--- config.mk ---
export PLATFORM = sky130hd
export DESIGN_NAME = psched_cell
export DESIGN_NICKNAME = d
export VERILOG_FILES = /design/src/hdl/psched_pkg.sv /design/src/hdl/psched_cell.sv
export SDC_FILE = /design/constraint.sdc
export NUM_CORES = 1
export LEC_CHECK = 0
export BUFFER_PORTS_ARGS = -buffer_cell sky130_fd_sc_hd__buf_2
export CAP_MARGIN = 40
export CORE_MARGIN = 8
export CORE_UTILIZATION = 35
export DETAILED_ROUTE_END_ITERATION = 8
export PLACE_DENSITY = 0.64
export SYNTH_ARGS = -nofsm -noshare
export SYNTH_HDL_FRONTEND = slang
export SYNTH_SLANG_ARGS = --single-unit
--- constraint.sdc ---
create_clock -name clk -period 6.85 [get_ports clk]
set_clock_uncertainty 0.05 [all_clocks]
set_input_delay 1.37 -clock clk [delete_from_list [all_inputs] [get_ports clk]]
set_output_delay 1.37 -clock clk [all_outputs]
set_load 0.005 [all_outputs]
--- src/hdl/psched_pkg.sv ---
// Shared constants, codes and types of the process scheduler.
package psched_pkg;

    localparam int P_MAX_PROCS = 64;

    localparam int CMD_W   = 2;
    localparam int ALGO_W  = 2;
    localparam int STAT_W  = 2;
    localparam int PRIO_W  = 8;
    localparam int BURST_W = 16;
    localparam int MS_W    = 16;
    localparam int WAIT_W  = 32;
    localparam int CNT_W   = 32;
    localparam int UTIL_W  = 15;
    localparam int CFG_W   = 16;
    localparam int CFG_IDX_W = 2;

    localparam logic [CMD_W-1:0] CMD_SPAWN = 2'd0;
    localparam logic [CMD_W-1:0] CMD_KILL  = 2'd1;
    localparam logic [CMD_W-1:0] CMD_TICK  = 2'd2;

    localparam logic [ALGO_W-1:0] ALG_RR   = 2'd0;
    localparam logic [ALGO_W-1:0] ALG_PRIO = 2'd1;
    localparam logic [ALGO_W-1:0] ALG_SJF  = 2'd2;

    localparam logic [STAT_W-1:0] STAT_OK       = 2'd0;
    localparam logic [STAT_W-1:0] STAT_FULL     = 2'd1;
    localparam logic [STAT_W-1:0] STAT_NO_PID   = 2'd2;

    localparam logic [CFG_IDX_W-1:0] REG_ALGO    = 2'd0;
    localparam logic [CFG_IDX_W-1:0] REG_QUANTUM = 2'd1;
    localparam logic [CFG_IDX_W-1:0] REG_TICK    = 2'd2;

    localparam logic [MS_W-1:0]   QUANTUM_RST = 16'd100;
    localparam logic [MS_W-1:0]   TICK_RST    = 16'd10;
    localparam logic [UTIL_W-1:0] UTIL_BUSY   = 15'd2560;
    localparam logic [UTIL_W-1:0] UTIL_MAX    = 15'd25600;
    // floor(u/10) == (u * 52429) >> 19 for every u below 43699
    localparam logic [15:0]       DIV10_MUL   = 16'd52429;
    localparam int                DIV10_SH    = 19;

    typedef enum logic [2:0] {
        ST_IDLE,
        ST_SCAN,
        ST_APPLY,
        ST_RUN,
        ST_FIN,
        ST_DONE
    } sched_state_t;

    typedef struct packed {
        logic take_next;
        logic load_new;
        logic accrue;
    } cell_ctrl_t;

endpackage

--- src/hdl/psched_cell.sv ---
// One queue cell: holds one ready entry and one stage of the selection wave.
module psched_cell #(
    parameter int SLOT_W = 6,
    parameter int POS    = 0
) (
    input  logic                          clk,
    input  logic                          rst_n,
    input  psched_pkg::cell_ctrl_t        ctrl,
    input  logic                          key_sel,
    input  logic [SLOT_W-1:0]             tslot,
    input  logic [psched_pkg::MS_W-1:0]   tick_ms,
    input  logic [SLOT_W-1:0]             new_slot,
    input  logic [psched_pkg::PRIO_W-1:0] new_prio,
    input  logic [psched_pkg::BURST_W-1:0] new_rem,
    input  logic [psched_pkg::WAIT_W-1:0] new_wait,
    input  logic                          nxt_valid,
    input  logic [SLOT_W-1:0]             nxt_slot,
    input  logic [psched_pkg::PRIO_W-1:0] nxt_prio,
    input  logic [psched_pkg::BURST_W-1:0] nxt_rem,
    input  logic [psched_pkg::WAIT_W-1:0] nxt_wait,
    output logic                          valid,
    output logic [SLOT_W-1:0]             slot,
    output logic [psched_pkg::PRIO_W-1:0] prio,
    output logic [psched_pkg::BURST_W-1:0] rem,
    output logic [psched_pkg::WAIT_W-1:0] waitv,
    input  logic                          si_bvalid,
    input  logic [SLOT_W-1:0]             si_bpos,
    input  logic [SLOT_W-1:0]             si_bslot,
    input  logic [psched_pkg::PRIO_W-1:0] si_bprio,
    input  logic [psched_pkg::BURST_W-1:0] si_brem,
    input  logic [psched_pkg::WAIT_W-1:0] si_bwait,
    input  logic                          si_hit,
    input  logic [SLOT_W-1:0]             si_hpos,
    output logic                          so_bvalid,
    output logic [SLOT_W-1:0]             so_bpos,
    output logic [SLOT_W-1:0]             so_bslot,
    output logic [psched_pkg::PRIO_W-1:0] so_bprio,
    output logic [psched_pkg::BURST_W-1:0] so_brem,
    output logic [psched_pkg::WAIT_W-1:0] so_bwait,
    output logic                          so_hit,
    output logic [SLOT_W-1:0]             so_hpos
);
    import psched_pkg::*;

    logic                 valid_reg;
    logic [SLOT_W-1:0]    slot_reg;
    logic [PRIO_W-1:0]    prio_reg;
    logic [BURST_W-1:0]   rem_reg;
    logic [WAIT_W-1:0]    wait_reg;
    logic [WAIT_W:0]      wait_sum;
    logic [WAIT_W-1:0]    wait_acc;
    logic [BURST_W-1:0]   my_key;
    logic [BURST_W-1:0]   in_key;
    logic                 take_best;
    logic                 take_hit;

    logic                 bvalid_reg;
    logic [SLOT_W-1:0]    bpos_reg;
    logic [SLOT_W-1:0]    bslot_reg;
    logic [PRIO_W-1:0]    bprio_reg;
    logic [BURST_W-1:0]   brem_reg;
    logic [WAIT_W-1:0]    bwait_reg;
    logic                 hit_reg;
    logic [SLOT_W-1:0]    hpos_reg;

    // saturating wait accrual
    always_comb
    begin
        wait_sum = {1'b0, wait_reg} + {{(WAIT_W+1-MS_W){1'b0}}, tick_ms};
        wait_acc = wait_sum[WAIT_W] ? {WAIT_W{1'b1}} : wait_sum[WAIT_W-1:0];
    end

    always_ff @(posedge clk or negedge rst_n)
    begin
        if (!rst_n)
        begin
            valid_reg <= 1'b0;
        end
        else if (ctrl.load_new)
        begin
            valid_reg <= 1'b1;
        end
        else if (ctrl.take_next)
        begin
            valid_reg <= nxt_valid;
        end
    end

    always_ff @(posedge clk)
    begin
        if (ctrl.load_new)
        begin
            slot_reg <= new_slot;
            prio_reg <= new_prio;
            rem_reg  <= new_rem;
            wait_reg <= new_wait;
        end
        else if (ctrl.take_next)
        begin
            slot_reg <= nxt_slot;
            prio_reg <= nxt_prio;
            rem_reg  <= nxt_rem;
            wait_reg <= nxt_wait;
        end
        else if (ctrl.accrue && valid_reg)
        begin
            wait_reg <= wait_acc;
        end
    end

    // selection wave: an earlier entry keeps the lead unless strictly beaten
    always_comb
    begin
        my_key    = key_sel ? {{(BURST_W-PRIO_W){1'b0}}, prio_reg} : rem_reg;
        in_key    = key_sel ? {{(BURST_W-PRIO_W){1'b0}}, si_bprio} : si_brem;
        take_best = valid_reg && (!si_bvalid || (my_key < in_key));
        take_hit  = valid_reg && !si_hit && (slot_reg == tslot);
    end

    always_ff @(posedge clk or negedge rst_n)
    begin
        if (!rst_n)
        begin
            bvalid_reg <= 1'b0;
            hit_reg    <= 1'b0;
        end
        else
        begin
            bvalid_reg <= si_bvalid || valid_reg;
            hit_reg    <= si_hit || take_hit;
        end
    end

    always_ff @(posedge clk)
    begin
        if (take_best)
        begin
            bpos_reg  <= SLOT_W'(POS);
            bslot_reg <= slot_reg;
            bprio_reg <= prio_reg;
            brem_reg  <= rem_reg;
            bwait_reg <= wait_reg;
        end
        else
        begin
            bpos_reg  <= si_bpos;
            bslot_reg <= si_bslot;
            bprio_reg <= si_bprio;
            brem_reg  <= si_brem;
            bwait_reg <= si_bwait;
        end
        hpos_reg <= take_hit ? SLOT_W'(POS) : si_hpos;
    end

    assign valid     = valid_reg;
    assign slot      = slot_reg;
    assign prio      = prio_reg;
    assign rem       = rem_reg;
    assign waitv     = wait_reg;
    assign so_bvalid = bvalid_reg;
    assign so_bpos   = bpos_reg;
    assign so_bslot  = bslot_reg;
    assign so_bprio  = bprio_reg;
    assign so_brem   = brem_reg;
    assign so_bwait  = bwait_reg;
    assign so_hit    = hit_reg;
    assign so_hpos   = hpos_reg;

endmodule

======== After elaboration in Yosys (flattened, before gate mapping) ========
Cells that the tools add are included.
W data, S select, Z words.
operators by class
  add/subtract/negate cells ............... 1
  $mul .................................... 0
  divide/modulo/power cells ............... 0
  $lt $le $gt $ge ......................... 1
  equality and inequality tests ........... 1
  shift-type cells ........................ 0
  mux-type cells .......................... 18
  bitwise logic cells ..................... 0
  reduce and logical (&&, ||, !) cells .... 11
operators by type and width
  cell                 number
  $mux W32             5
  $mux W16             5
  $add A32 B16 Y33     1
  $mux W8              3
  $mux W6              3
  $lt A16 B16 Y1       1
  $eq A6 B6 Y1         1
  $logic_and A1 B1 Y1  4
  $logic_or A1 B1 Y1   3
  $reduce_bool A3 Y1   1
  $logic_not A1 Y1     2
  $mux W1              2
  $reduce_bool A2 Y1   1
word-level totals
  register bits ........................... 139
  latch bits .............................. 0
  bits in writable memories ............... 0
  ROM bits ................................ 0
  bits of input ports ..................... 229
  logic and storage cells ................. 45
  memories ................................ 0

======== Logic depth before layout (Yosys ltp) ========
  depth in word-level cells ............... 5
  depth in mapped cells ................... 12

======== Least setup slack after synthesis ========
OpenSTA, ideal clock, no wires.
  path kind ............................... input to register
  start ................................... input port key_sel
  end ..................................... register bwait_reg[17], in the netlist so_bwait[17]
  setup time .............................. 123 ps
  data arrival time ....................... 3670 ps
  required time ........................... 6677 ps
  slack ................................... 3006 ps
  stages on the path ...................... 11
  cell sequence ........................... buf_1 > mux2_2 > ha_1 > a21o_1 > a211oi_1 > o21ai_1 > a21oi_1 > o211ai_1 > buf_4 > buf_6 > mux2_1
between the ends
  word-level cells in the longest chain between the ends .. 5
ends and longest elaborated chain
  element                             RTL line                                text
  start, declared                     psched_cell.sv:9                        input logic key_sel,
  $mux W16, on equally long branches  psched_cell.sv:114, psched_cell.sv:115
  $lt A16 B16 Y1 (*)                  psched_cell.sv:116                      take_best = valid_reg && (!si_bvalid || (my_key < in_key));
  $logic_or A1 B1 Y1 (*)              psched_cell.sv:116
  $logic_and A1 B1 Y1 (*)             psched_cell.sv:116
  $mux W32 (*)                        psched_cell.sv:136                      if (take_best)
  end signal, assigned                psched_cell.sv:142                      bwait_reg <= wait_reg;
  end signal, assigned                psched_cell.sv:150                      bwait_reg <= si_bwait;
  end, declared                       psched_cell.sv:62                       logic [WAIT_W-1:0] bwait_reg;
Every way passes the cells marked *; elsewhere a longest branch is shown, timed or not.
A chain may end at the register's enable or synchronous reset.

======== Worst setup path in the final report ========
Same ends and word-level chain as after synthesis.

==> flow_summary.ini <==
[power_and_ir_drop]
pwr_density_cell_nw_per_um2 = 268
internal_power_uw = 1840
leakagePower_uw = 0.00439
pwr-share-comb_pct = 24.8
p_switching_uw = 770
ir_drop_uv = 153
pwr-share-clk_pct = 34.3
switching_share_pct = 29.5
power_frac_seq_pct = 40.9

[placed_design]
place_area_sq_um = 9150
portBuffers = 367
hpwl_um = 19900
place_inst = 1236
gp_congestion = 0.903

[worst_setup_path]
arrival_ps = 4180
crit_fanout = 37
worstPathCellList = buf_2 -> mux2_2 -> ha_1 -> a21o_1 -> a211oi_1 -> o21ai_1 -> a21oi_1 -> o211ai_1 -> buf_4 -> mux2_1
worst_setup_path_end_kind = flip-flop
worst-setup-path-type = input port to flip-flop
reg2reg_slack_ps = 3680
cp.required_ps = 7100
start_kind = input port
slowest_delay_ps = 520
crit_slowest_cell = buf_2

[synth]
yosys.area.top_type_share_pct = 26.4
synthFlopType = dfxtp_1
synth_async_sr_flop_share_pct = 2.16
synth_area_leaders = edfxtp_1, dfxtp_1, mux2_2
yosys-top-cells-count = mux2_2, dfxtp_1, edfxtp_1
synth_edf_count = 62
synthesis.instances = 620
syn_area_sq_um = 7050
synth_cell_types = 53
synth.largest_area_cell = edfxtp_1
ys_ff_latch = 139
yosys_warnings = 0
syn-num-nets = 881
avgSynthCellArea_sq_um = 11.4
seq_area_frac_synth_pct = 48.5
synth.most_common_cell = mux2_2

[clocking]
clkTransAtPathRegs_ps = 70
clock_latency_ps = 420
clkSinkCount = 139
postCtsHoldBufs = 0
cts-root-buf = clkbuf_16
cts_tree = built
numCtsBuffers = 17
cts_buffer_depth = 2
h-tree-depth = 4
post_cts_resized = 0
post_cts_buffers = 0

[sta]
period_share_pct = 57.4
rsz0062_at_grt = no
finalMaxSlewViolations = 0
hold_viol = 0
fmax_mhz = 255
finalSetupViolCount = 0
min_period_ps = 3930
slew_headroom_pct = 50.1
worst_pin_slew_ps = 749
tns_ps = 0

[cells_and_area]
drive_above_1_share_pct = 49.3
fin_cells = 1268
fillers = 1887
nNetsFinal = 1246
post-route-util_pct = 48.7
area_delta_synth_final_pct = 37.9
final_area_sq_um = 9720
area.sequential_sq_um = 3420
multiInputGateArea_sq_um = 3470
diodes = 0

[routing]
drtIter0Drc = 334
drc = 0
viasPerCell = 4.97
totalWireLength_um = 24900
ant_nets = 0
routedWlPerCell_um = 19.7
num_vias = 6297
first_pass_iters = 5

[global_route]
grt_pass1_wl_um = 36700
grt_pass1_vias = 6386
grt_max_degree = 38
antenna_found_initial = 1
gr-total-overflow = 0
grt_use_total_pct = 19.5

[floorplanning]
num_rows = 52
core-area_sq_um = 20000
dieHeight_um = 158
pin_count = 368
start_util_pct = 35.3
die-area_sq_um = 24900
die_w_um = 158

[run_status]
status = complete, no violations

[job]
cap_violations = 0

[worst_hold_path]
min_path_type = flip-flop to flip-flop
## cells by family after synthesis
logic type,synth area share [%]
compound gates,12.2
flops,48.5
simple gates,10.1
mux,17.1
buf+inv,2.31
xor+xnor,3.98
fa+ha+maj,5.79
## cell usage in the layout, fill, tap and decap left out, drive strengths merged, types with 17 or more instances in the layout
cell type  Yosys  final
a21oi         36     36
buf           16    375
clkbuf        13     22
dfxtp         74     74
edfxtp        62     62
ha            31     31
mux2          99     99
nand2         38     38
nor2          20     20
o21ai         39     39
o22ai         25     25
xnor2         17     17
## metrics by stage
stage	setup WS, ps	power, uW	hold slack (ps)
4_1_cts	2920	2640	452
2_1_floorplan	3010	1430	446
3_5_place_dp	2490	1730	441
3_3_place_gp	2380	1720	443
5_1_grt	2700	2740	473
6_report	2920	2610	456
## per-layer routing
layer / share of wire, % / routed length, um / track usage, %
met3: 8.7 / 2160 / 5.38
met5: 0.032 / 8 / 0
met1: 41 / 10200 / 23.1
met4: 1.8 / 443 / 6.53
met2: 49 / 12100 / 33.3
## power groups by stage
stage / registers, uW / logic, uW / clock network [uW]
2_1_floorplan: 1080 / 353 / 0
3_3_place_gp: 1080 / 641 / 0
3_5_place_dp: 1080 / 649 / 0
4_1_cts: 1070 / 653 / 920
5_1_grt: 1080 / 712 / 951
6_report: 1070 / 647 / 895
## path summary, 6_finish.rpt
| path | startpoint | to | depth (start not counted) |
|---|---|---|---|
| min in group asynchronous | rst_n | so_hit | 1 |
| max in group asynchronous | rst_n | valid | 1 |
| setup reg to reg | waitv[0] | waitv[19] | 11 |
| setup / recovery | key_sel | so_bwait[17] | 10 |
| hold reg to reg | prio[1] | so_bprio[1] | 1 |
| hold / removal | prio[1] | so_bprio[1] | 1 |
## critical path: cells and delay by family
kind | cells | cell delay, ps
buffers and inverters | 2 | 820
multiplexers | 2 | 790
AO/OA/AOI/OAI | 5 | 870
adder cells (fa/ha/maj) | 1 | 280
## layout make-up
class                           instances  area share (%)
Inverter                                6           0.232
Timing Repair Buffer                  375            19.6
Clock inverter                         10           0.785
Tap cell                              270            3.48
Multi-Input combinational cell        446            35.7
Sequential cell                       139            35.2
Clock buffer                           22            5.11
(Power assumes the default switching activity.)
